## src/hw/rtl/pvns_pkg.sv

```systemverilog
// Shared constants, codes and types of the polygon vertex nearest search unit.
package pvns_pkg;

  // Store geometry
  localparam int MaxVertices = 64;
  localparam int AddrBits    = $clog2(MaxVertices);
  localparam int CountBits   = $clog2(MaxVertices + 1);
  localparam int CoordBits   = 16;
  localparam int WordBits    = 2 * CoordBits;
  localparam int ActionBits  = 3;
  localparam int StatusBits  = 2;

  // Action codes
  localparam logic [ActionBits-1:0] ActClear     = 3'd0;
  localparam logic [ActionBits-1:0] ActAppend    = 3'd1;
  localparam logic [ActionBits-1:0] ActInsert    = 3'd2;
  localparam logic [ActionBits-1:0] ActRemove    = 3'd3;
  localparam logic [ActionBits-1:0] ActTranslate = 3'd4;
  localparam logic [ActionBits-1:0] ActQuery     = 3'd5;

  // Status codes
  localparam logic [StatusBits-1:0] StOk       = 2'd0;
  localparam logic [StatusBits-1:0] StFull     = 2'd1;
  localparam logic [StatusBits-1:0] StBadIndex = 2'd2;
  localparam logic [StatusBits-1:0] StEmpty    = 2'd3;

  typedef logic signed [CoordBits-1:0] coord_t;

  // One vertex handed from the read port to the distance pipeline
  typedef struct packed {
    logic                valid;
    logic [AddrBits-1:0] idx;
    coord_t              x;
    coord_t              y;
  } dist_req_t;

  // One finished result beat
  typedef struct packed {
    logic [AddrBits-1:0]   nearest_index;
    logic [CountBits-1:0]  vertex_count;
    logic [StatusBits-1:0] status;
  } result_t;

endpackage

```

## src/hw/rtl/pvns_ram.sv

```systemverilog
// Simple dual-port synchronous RAM, one write and one registered read port.
module pvns_ram #(
  parameter int Depth = 64,
  parameter int Width = 32
) (
  input  logic                     clk_i,
  input  logic                     we_i,
  input  logic [$clog2(Depth)-1:0] waddr_i,
  input  logic [Width-1:0]         wdata_i,
  input  logic                     re_i,
  input  logic [$clog2(Depth)-1:0] raddr_i,
  output logic [Width-1:0]         rdata_o
);

  logic [Width-1:0] mem_q [Depth];

  // Write port
  always_ff @(posedge clk_i) begin
    if (we_i) begin
      mem_q[waddr_i] <= wdata_i;
    end
  end

  // Read port, registered output
  always_ff @(posedge clk_i) begin
    if (re_i) begin
      rdata_o <= mem_q[raddr_i];
    end
  end

endmodule

```

## src/hw/rtl/pvns_dist.sv

```systemverilog
// Squared distance pipeline with running minimum for the nearest query.
module pvns_dist (
  input  logic                                clk_i,
  input  logic                                rst_ni,
  input  pvns_pkg::dist_req_t                 req_i,
  input  pvns_pkg::coord_t                    px_i,
  input  pvns_pkg::coord_t                    py_i,
  output logic                                busy_o,
  output logic [pvns_pkg::AddrBits-1:0]       best_idx_o
);

  localparam int CW = pvns_pkg::CoordBits;
  localparam int AW = pvns_pkg::AddrBits;

  logic signed [CW:0]  diff_x, diff_y;
  logic [CW:0]         mag_x, mag_y;
  logic                s1_v_q, s2_v_q;
  logic [AW-1:0]       s1_idx_q, s2_idx_q;
  logic [CW-1:0]       s1_ax_q, s1_ay_q;
  logic [2*CW-1:0]     s2_sx_q, s2_sy_q;
  logic [2*CW:0]       sum;
  logic [2*CW:0]       best_dist_q;
  logic [AW-1:0]       best_idx_q;

  // Absolute coordinate differences
  always_comb begin
    diff_x = $signed({req_i.x[CW-1], req_i.x}) - $signed({px_i[CW-1], px_i});
    diff_y = $signed({req_i.y[CW-1], req_i.y}) - $signed({py_i[CW-1], py_i});
    mag_x  = diff_x[CW] ? (~diff_x + 1'b1) : diff_x;
    mag_y  = diff_y[CW] ? (~diff_y + 1'b1) : diff_y;
  end

  // Valid flags of the two pipeline stages
  always_ff @(posedge clk_i or negedge rst_ni) begin
    if (!rst_ni) begin
      s1_v_q <= 1'b0;
      s2_v_q <= 1'b0;
    end else begin
      s1_v_q <= req_i.valid;
      s2_v_q <= s1_v_q;
    end
  end

  // Stage 1: magnitudes; stage 2: squares
  always_ff @(posedge clk_i) begin
    s1_idx_q <= req_i.idx;
    s1_ax_q  <= mag_x[CW-1:0];
    s1_ay_q  <= mag_y[CW-1:0];
    s2_idx_q <= s1_idx_q;
    s2_sx_q  <= s1_ax_q * s1_ax_q;
    s2_sy_q  <= s1_ay_q * s1_ay_q;
  end

  assign sum = {1'b0, s2_sx_q} + {1'b0, s2_sy_q};

  // Keep the strictly smaller distance; vertex zero restarts the search
  always_ff @(posedge clk_i) begin
    if (s2_v_q && ((s2_idx_q == '0) || (sum < best_dist_q))) begin
      best_dist_q <= sum;
      best_idx_q  <= s2_idx_q;
    end
  end

  assign busy_o     = s1_v_q | s2_v_q;
  assign best_idx_o = best_idx_q;

endmodule

```

## src/hw/rtl/pvns_seq.sv

```systemverilog
// Operation sequencer: decode, store walk, read-modify-write and result build.
module pvns_seq (
  input  logic                                 clk_i,
  input  logic                                 rst_ni,
  input  logic                                 in_valid_i,
  output logic                                 in_stall_o,
  input  logic [pvns_pkg::ActionBits-1:0]      action_i,
  input  logic [pvns_pkg::CountBits-1:0]       index_i,
  input  pvns_pkg::coord_t                     point_x_i,
  input  pvns_pkg::coord_t                     point_y_i,
  input  pvns_pkg::coord_t                     to_x_i,
  input  pvns_pkg::coord_t                     to_y_i,
  output logic                                 ram_we_o,
  output logic [pvns_pkg::AddrBits-1:0]        ram_waddr_o,
  output logic [pvns_pkg::WordBits-1:0]        ram_wdata_o,
  output logic                                 ram_re_o,
  output logic [pvns_pkg::AddrBits-1:0]        ram_raddr_o,
  input  logic [pvns_pkg::WordBits-1:0]        ram_rdata_i,
  output pvns_pkg::dist_req_t                  dist_req_o,
  output pvns_pkg::coord_t                     px_o,
  output pvns_pkg::coord_t                     py_o,
  input  logic                                 dist_busy_i,
  input  logic [pvns_pkg::AddrBits-1:0]        best_idx_i,
  output logic                                 res_valid_o,
  input  logic                                 res_take_i,
  output pvns_pkg::result_t                    res_o
);

  localparam int CW = pvns_pkg::CoordBits;
  localparam int NW = pvns_pkg::CountBits;
  localparam int AW = pvns_pkg::AddrBits;

  localparam logic [2:0] SIdle   = 3'd0;
  localparam logic [2:0] SRun    = 3'd1;
  localparam logic [2:0] SDrain  = 3'd2;
  localparam logic [2:0] SWrite  = 3'd3;
  localparam logic [2:0] SFinish = 3'd4;

  localparam logic [NW-1:0] FullCount = NW'(pvns_pkg::MaxVertices);

  function automatic pvns_pkg::coord_t sat_add(input pvns_pkg::coord_t v,
                                               input logic signed [CW:0] d);
    logic [CW+1:0]    s;
    pvns_pkg::coord_t r;
    s = {{2{v[CW-1]}}, v} + {d[CW], d};
    if ((s[CW+1:CW-1] == '0) || (s[CW+1:CW-1] == '1)) begin
      r = s[CW-1:0];
    end else if (!s[CW+1]) begin
      r = {1'b0, {(CW-1){1'b1}}};
    end else begin
      r = {1'b1, {(CW-1){1'b0}}};
    end
    return r;
  endfunction

  logic [2:0]                          state_q, state_d;
  logic [pvns_pkg::ActionBits-1:0]     op_q;
  logic [pvns_pkg::StatusBits-1:0]     status_q, dec_status;
  logic [NW-1:0]                       count_q, dec_count, cnt_m1;
  logic [NW-1:0]                       ptr_q, last_q, widx_q, dec_ptr, dec_last, dec_widx;
  logic [2:0]                          dec_state;
  pvns_pkg::coord_t                    px_q, py_q;
  logic signed [CW:0]                  dx_q, dy_q;
  logic                                rv_q;
  logic [AW-1:0]                       raddr_q;
  logic                                in_acc, run_last, pipe_we;
  pvns_pkg::coord_t                    rd_x, rd_y;

  assign in_acc   = in_valid_i && (state_q == SIdle);
  assign cnt_m1   = count_q - 1'b1;
  assign run_last = (ptr_q == last_q);
  assign rd_x     = ram_rdata_i[2*CW-1:CW];
  assign rd_y     = ram_rdata_i[CW-1:0];

  // Decode the incoming beat against the current count
  always_comb begin
    dec_status = pvns_pkg::StOk;
    dec_count  = count_q;
    dec_state  = SFinish;
    dec_ptr    = '0;
    dec_last   = cnt_m1;
    dec_widx   = count_q;
    unique case (action_i)
      pvns_pkg::ActClear: begin
        dec_count = '0;
      end
      pvns_pkg::ActAppend: begin
        if (count_q >= FullCount) begin
          dec_status = pvns_pkg::StFull;
        end else begin
          dec_count = count_q + 1'b1;
          dec_state = SWrite;
        end
      end
      pvns_pkg::ActInsert: begin
        dec_widx = index_i;
        dec_ptr  = cnt_m1;
        dec_last = index_i;
        if (count_q >= FullCount) begin
          dec_status = pvns_pkg::StFull;
        end else if (index_i > count_q) begin
          dec_status = pvns_pkg::StBadIndex;
        end else begin
          dec_count = count_q + 1'b1;
          dec_state = (index_i == count_q) ? SWrite : SRun;
        end
      end
      pvns_pkg::ActRemove: begin
        dec_ptr = index_i + 1'b1;
        if (index_i >= count_q) begin
          dec_status = pvns_pkg::StBadIndex;
        end else begin
          dec_count = cnt_m1;
          dec_state = (index_i == cnt_m1) ? SFinish : SRun;
        end
      end
      pvns_pkg::ActTranslate: begin
        dec_state = (count_q == '0) ? SFinish : SRun;
      end
      pvns_pkg::ActQuery: begin
        if (count_q == '0) begin
          dec_status = pvns_pkg::StEmpty;
        end else begin
          dec_state = SRun;
        end
      end
      default: begin
      end
    endcase
  end

  // Next state
  always_comb begin
    state_d = state_q;
    unique case (state_q)
      SIdle: begin
        if (in_acc) begin
          state_d = dec_state;
        end
      end
      SRun: begin
        if (run_last) begin
          state_d = SDrain;
        end
      end
      SDrain: begin
        if (!rv_q && !dist_busy_i) begin
          state_d = (op_q == pvns_pkg::ActInsert) ? SWrite : SFinish;
        end
      end
      SWrite: begin
        state_d = SFinish;
      end
      SFinish: begin
        if (res_take_i) begin
          state_d = SIdle;
        end
      end
      default: begin
        state_d = SIdle;
      end
    endcase
  end

  // Control registers
  always_ff @(posedge clk_i or negedge rst_ni) begin
    if (!rst_ni) begin
      state_q <= SIdle;
      count_q <= '0;
      rv_q    <= 1'b0;
    end else begin
      state_q <= state_d;
      rv_q    <= (state_q == SRun);
      if (in_acc) begin
        count_q <= dec_count;
      end
    end
  end

  // Operation context and walk pointer
  always_ff @(posedge clk_i) begin
    raddr_q <= ptr_q[AW-1:0];
    if (in_acc) begin
      op_q     <= action_i;
      status_q <= dec_status;
      ptr_q    <= dec_ptr;
      last_q   <= dec_last;
      widx_q   <= dec_widx;
      px_q     <= point_x_i;
      py_q     <= point_y_i;
      dx_q     <= $signed({to_x_i[CW-1], to_x_i}) - $signed({point_x_i[CW-1], point_x_i});
      dy_q     <= $signed({to_y_i[CW-1], to_y_i}) - $signed({point_y_i[CW-1], point_y_i});
    end else if ((state_q == SRun) && !run_last) begin
      ptr_q <= (op_q == pvns_pkg::ActInsert) ? (ptr_q - 1'b1) : (ptr_q + 1'b1);
    end
  end

  // Issue one read per cycle of the walk
  assign ram_re_o    = (state_q == SRun);
  assign ram_raddr_o = ptr_q[AW-1:0];

  // Write back the word read in the previous cycle, or place the new vertex
  always_comb begin
    pipe_we     = 1'b0;
    ram_waddr_o = raddr_q;
    ram_wdata_o = ram_rdata_i;
    case (op_q)
      pvns_pkg::ActInsert: begin
        pipe_we     = rv_q;
        ram_waddr_o = raddr_q + 1'b1;
      end
      pvns_pkg::ActRemove: begin
        pipe_we     = rv_q;
        ram_waddr_o = raddr_q - 1'b1;
      end
      pvns_pkg::ActTranslate: begin
        pipe_we     = rv_q;
        ram_wdata_o = {sat_add(rd_x, dx_q), sat_add(rd_y, dy_q)};
      end
      default: begin
      end
    endcase
    if (state_q == SWrite) begin
      ram_waddr_o = widx_q[AW-1:0];
      ram_wdata_o = {px_q, py_q};
    end
  end

  assign ram_we_o = pipe_we || (state_q == SWrite);

  // Feed vertices of a query into the distance pipeline
  assign dist_req_o.valid = rv_q && (op_q == pvns_pkg::ActQuery);
  assign dist_req_o.idx   = raddr_q;
  assign dist_req_o.x     = rd_x;
  assign dist_req_o.y     = rd_y;
  assign px_o             = px_q;
  assign py_o             = py_q;

  // Result beat
  assign in_stall_o    = (state_q != SIdle);
  assign res_valid_o   = (state_q == SFinish);
  assign res_o.status  = status_q;
  assign res_o.vertex_count = count_q;
  assign res_o.nearest_index =
    ((op_q == pvns_pkg::ActQuery) && (status_q == pvns_pkg::StOk)) ? best_idx_i : '0;

endmodule

```

## src/hw/rtl/polygon_vertex_nearest_search_unit.sv

```systemverilog
// Top level: ordered polygon vertex store with nearest-vertex query.
// Holds up to 64 vertices in one 64 x 32-bit synchronous RAM (x and y of a
// vertex side by side) and serves one operation per input beat. Clear, a
// rejected operation, a translate of an empty store and unused actions go
// straight to the result beat; append first writes the new vertex. Insert,
// remove and translate walk the stored vertices that move, one RAM read per
// cycle with the write-back of each word in the cycle after its read, and
// insert then writes the new vertex; a remove of the last vertex goes
// straight to the result and an insert at the end only writes the vertex.
// A query walks all n vertices through the distance pipeline (magnitude and
// square stages, then the running minimum).
// The RAM read port is the limit: one vertex per cycle. The next beat is
// accepted once the result has moved into the output register, even while
// that result is still stalled. The store needs no clearing after reset.
module polygon_vertex_nearest_search_unit (
  input  logic                              clk_i,
  input  logic                              rst_ni,
  input  logic                              in_valid_i,
  output logic                              in_stall_o,
  input  logic [pvns_pkg::ActionBits-1:0]   action_i,
  input  logic [pvns_pkg::CountBits-1:0]    index_i,
  input  logic signed [pvns_pkg::CoordBits-1:0] point_x_i,
  input  logic signed [pvns_pkg::CoordBits-1:0] point_y_i,
  input  logic signed [pvns_pkg::CoordBits-1:0] to_x_i,
  input  logic signed [pvns_pkg::CoordBits-1:0] to_y_i,
  output logic                              out_valid_o,
  input  logic                              out_stall_i,
  output logic [pvns_pkg::AddrBits-1:0]     nearest_index_o,
  output logic [pvns_pkg::CountBits-1:0]    vertex_count_o,
  output logic [pvns_pkg::StatusBits-1:0]   status_o
);

  logic                              ram_we, ram_re;
  logic [pvns_pkg::AddrBits-1:0]     ram_waddr, ram_raddr;
  logic [pvns_pkg::WordBits-1:0]     ram_wdata, ram_rdata;
  pvns_pkg::dist_req_t               dist_req;
  pvns_pkg::coord_t                  px, py;
  logic                              dist_busy;
  logic [pvns_pkg::AddrBits-1:0]     best_idx;
  logic                              res_valid, res_take;
  pvns_pkg::result_t                 res;
  logic                              out_valid_q;
  pvns_pkg::result_t                 out_q;

  pvns_ram #(
    .Depth(pvns_pkg::MaxVertices),
    .Width(pvns_pkg::WordBits)
  ) u_ram (
    .clk_i  (clk_i),
    .we_i   (ram_we),
    .waddr_i(ram_waddr),
    .wdata_i(ram_wdata),
    .re_i   (ram_re),
    .raddr_i(ram_raddr),
    .rdata_o(ram_rdata)
  );

  pvns_seq u_seq (
    .clk_i      (clk_i),
    .rst_ni     (rst_ni),
    .in_valid_i (in_valid_i),
    .in_stall_o (in_stall_o),
    .action_i   (action_i),
    .index_i    (index_i),
    .point_x_i  (point_x_i),
    .point_y_i  (point_y_i),
    .to_x_i     (to_x_i),
    .to_y_i     (to_y_i),
    .ram_we_o   (ram_we),
    .ram_waddr_o(ram_waddr),
    .ram_wdata_o(ram_wdata),
    .ram_re_o   (ram_re),
    .ram_raddr_o(ram_raddr),
    .ram_rdata_i(ram_rdata),
    .dist_req_o (dist_req),
    .px_o       (px),
    .py_o       (py),
    .dist_busy_i(dist_busy),
    .best_idx_i (best_idx),
    .res_valid_o(res_valid),
    .res_take_i (res_take),
    .res_o      (res)
  );

  pvns_dist u_dist (
    .clk_i     (clk_i),
    .rst_ni    (rst_ni),
    .req_i     (dist_req),
    .px_i      (px),
    .py_i      (py),
    .busy_o    (dist_busy),
    .best_idx_o(best_idx)
  );

  // Output register takes a result whenever it is empty or being drained
  assign res_take = !out_valid_q || !out_stall_i;

  always_ff @(posedge clk_i or negedge rst_ni) begin
    if (!rst_ni) begin
      out_valid_q <= 1'b0;
    end else if (res_valid && res_take) begin
      out_valid_q <= 1'b1;
    end else if (!out_stall_i) begin
      out_valid_q <= 1'b0;
    end
  end

  // Hold the result payload while stalled
  always_ff @(posedge clk_i) begin
    if (res_valid && res_take) begin
      out_q <= res;
    end
  end

  assign out_valid_o     = out_valid_q;
  assign nearest_index_o = out_q.nearest_index;
  assign vertex_count_o  = out_q.vertex_count;
  assign status_o        = out_q.status;

endmodule
```

## config.mk

```make
export PLATFORM = sky130hd
export DESIGN_NAME = polygon_vertex_nearest_search_unit
export DESIGN_NICKNAME = d
export VERILOG_FILES = /design/src/hw/rtl/pvns_pkg.sv /design/src/hw/rtl/pvns_ram.sv /design/src/hw/rtl/pvns_dist.sv /design/src/hw/rtl/pvns_seq.sv /design/src/hw/rtl/polygon_vertex_nearest_search_unit.sv
export SDC_FILE = /design/constraint.sdc
export NUM_CORES = 2
export LEC_CHECK = 0
export BUFFER_PORTS_ARGS = -buffer_cell sky130_fd_sc_hd__buf_4
export CAP_MARGIN = 20
export CORE_MARGIN = 5
export CORE_UTILIZATION = 32
export DETAILED_ROUTE_END_ITERATION = 6
export PLACE_DENSITY_LB_ADDON = 0.2
export SYNTH_ARGS = -nofsm -noshare
export SYNTH_HDL_FRONTEND = slang
export SYNTH_HIERARCHICAL = 1
export SYNTH_SLANG_ARGS = --single-unit
```

## constraint.sdc

```tcl
create_clock -name clk_i -period 6.1 [get_ports clk_i]
set_input_delay 0.61 -clock clk_i [delete_from_list [all_inputs] [get_ports clk_i]]
set_output_delay 0.61 -clock clk_i [all_outputs]
set_load 0.005 [all_outputs]
```

==> qor.txt <==
outcome: finished, final reports clean
first-pass GRT wire length: 448000 um
capture point of the worst path: u_dist/s2_sx_q[24]
Synth Area in Simple Gates: 0.0442
# rows: 216
total number of vias: 60.8k
routed wl met2: 155000 um
HP Class: input port to flop
largest net degree at the start of global routing: 86
gr usage total: 0.170
ANT nets after route: 0
async set-or-reset flop fraction in the synthesized netlist: 0.00595
fin crit period: 5870 ps
CTS tree: built
Final Max Slew Viols: 0
critical path's most frequent cell: fa_1
detailed placement HPWL: 199000 um
WL final: 309000 um
CP required: 6880 ps
RSZ-0062 raised after global routing: yes
die height: 599 um
worst setup path startpoint: u_dist/s1_ax_q[9]
most frequent cells in the layout: edfxtp_1, inv_1, mux4_2
critical path arrival: 6650 ps
top routing layer in use: met5
vias per inst: 5.04
number of global-route vias before repair: 63.7k
Critical Path, Cell by Cell: buf_4, and2_1, buf_4, ha_1, or2_2, fa_1, fa_1, fa_1, fa_1, inv_1, fa_1, inv_1, ha_1, or2_2, a21oi_2, a311oi_2, buf_4, buf_4, or3_1, a21oi_2, xnor2_1
Hold Vio Cnt, Final: 0
CTS Buffer Depth: 4
DRC: 0
routability cong.: 0.817
CP startpoint kind: flop
1st-pass router iterations: 5
Worst R2R Path Depth: 21
fmax: 170 MHz
Fin Hold WS: 63.5 ps
Compound-Gate Fraction of Synth Area: 0.0529
Syn Area/Cell: 16.3 um2
final setup TNS: 0 ps
nets: 8070
Slowest-stage cell, CP: fa_1
Slew HR: 0.245
IO Port Bufs: 94
register area: 69500 um2
measured slew at the worst slew-check pin: 1130 ps
CP bufs+invs: 6
fillcell total: 32.2k
Syn Nets: 7609
setup violators final: 0
synthesized area: 111000 um2
layout cell share with drive strength beyond 1: 0.222
slowest stage delay, CP: 620 ps
synth unique cells: 111
grt total ovfl: 0
TritonCTS Buffers: 263
flop-to-flop setup slack: 230 ps
Placeable Area: 346000 um2
area of the multi-input gates: 39000 um2
post-synthesis mux area share: 0.121
Cells after Synth: 6807
adder and majority gate portion of the synthesized area: 0.104
Worst-Skew Late Latency: 920 ps
Synthesis Warnings: 6
most common cell after layout, fill and taps aside: edfxtp_1
Post-synth EDFFs: 2225
ys flop type: edfxtp_1
Root Driver: clkbuf_16
largest family of logic cells by synthesized area: multiplexers
Clock Skews: 88.8 ps
CP endpoint kind: flop
H-tree depth: 5
area grow syn2layout: 16.5%
Yosys reg bits: 2351
Met3 Wirelength: 14700 um
die span in x: 599 um
area of the die: 359000 um2
max-cap violation count: 0
cell count along the critical path: 21
CP max FO: 8
initial antenna violation count: 11
Clock transition at path regs: 60 ps
FF-to-FF Start: u_dist/s1_ax_q[9]
RR Endpoint: u_dist/s2_sx_q[24]
Hold Crit Depth: 1
sequential share of the synthesized area: 0.625
Num Clock Sinks: 2351
Routed WL per cell: 25.6 um
XOR/XNOR Fraction of Synth Area: 0.0171
met1 WL: 133000 um
critical path class: flop to flop
Final period util: 0.963
Worst path top cell family by delay: adder cells
I/O Pins: 95
initial DRC count: 4843
Initial Util: 0.321
## repair_timing
action / 4_1_cts / 5_1_grt
cloned: 0 / 0
pin swaps: 6 / 67
hold buffers: 35 / 0
setup buffers: 2 / 11
hold endpoints to repair: 48 / 0
setup endpoints to repair: 11 / 20
resized for setup: 20 / 141
## worst min path at each step
stage	from	endpoint	slack [ps]
floorplan	rst_ni	out_valid_o	310
global placement	u_dist/s1_idx_q[3]	u_dist/s2_idx_q[3]	310
detailed placement	u_dist/s1_idx_q[3]	u_dist/s2_idx_q[3]	310
CTS	action_i[2]	u_seq/op_q[2]	5
global route	action_i[2]	u_seq/op_q[2]	40
finish	action_i[2]	u_seq/op_q[2]	60
## per-stage QoR
step | area (um2) | utilization | worst slack, ps | instances
floorplan | 111000 | - | 10.2 | 6807
global placement | 120000 | 0.347 | -235 | 11500
detailed placement | 120000 | 0.347 | -202 | 11500
CTS | 129000 | 0.372 | 5.55 | 12000
global route | 129000 | 0.374 | -49.3 | 12000
finish | 129000 | 0.374 | 226 | 12100
## metal layers
layer,vias up,track usage
met3,375,0.0218
met5,-,0
met1,32200,0.230
met2,1433,0.292
li1,26800,-
met4,6,0.0369
## flip-flops by register name, indices dropped and copies added (netlist names), 16 cells and up
name,count
u_ram/rdata_o,32
u_seq/dx_q,17
u_dist/best_dist_q,33
u_dist/s1_ay_q,16
u_seq/px_o,16
u_seq/dy_q,17
u_dist/s1_ax_q,16
u_dist/s2_sy_q,31
u_ram/mem_q,2048
u_dist/s2_sx_q,31
u_seq/py_o,16
## final cells by class
cell class | instances | share of cell area
clock inverters | 127 | 0.00889
clock buffers | 335 | 0.0544
repair buffers | 497 | 0.0345
inverters | 658 | 0.0191
flip-flops and latches | 2351 | 0.537
multi-input cells | 3497 | 0.302
well taps | 4578 | 0.0443
diodes | 8 | 0.000155
## cells in the mapped netlist, types with 27 or more instances
master | instances | share of area
nor3_1 | 56 | 0.0025
buf_2 | 60 | 0.0027
dfxtp_1 | 112 | 0.020
and2_1 | 108 | 0.0061
o21ai_0 | 125 | 0.0056
inv_1 | 658 | 0.022
nor2_1 | 310 | 0.010
a211oi_1 | 34 | 0.0023
a21o_1 | 60 | 0.0041
o21a_1 | 37 | 0.0025
a21oi_1 | 229 | 0.010
mux2i_1 | 103 | 0.0093
buf_4 | 66 | 0.0045
o21ai_1 | 33 | 0.0015
o22ai_1 | 101 | 0.0057
fa_1 | 336 | 0.061
xor2_1 | 63 | 0.0050
edfxtp_1 | 2225 | 0.60
ha_1 | 388 | 0.044
xnor2_1 | 152 | 0.012
nor2b_1 | 52 | 0.0029
and3_1 | 30 | 0.0017
nand3_1 | 48 | 0.0022
mux4_2 | 544 | 0.11
nand2b_1 | 27 | 0.0015
clkbuf_1 | 145 | 0.0049
o221ai_1 | 31 | 0.0024
nand2_1 | 286 | 0.0097
## cell families after synthesis
logic type,after synthesis
adders and majority gates,724
muxes,655
DFF,2351
buffers and inverters,959
and+or+nand+nor,1025
AOI/OAI and AO/OA,877
xor gates and xnor gates,216
Power is not shown: default switching activity piles up to over one toggle a cycle in this logic, so the estimate is an artifact.
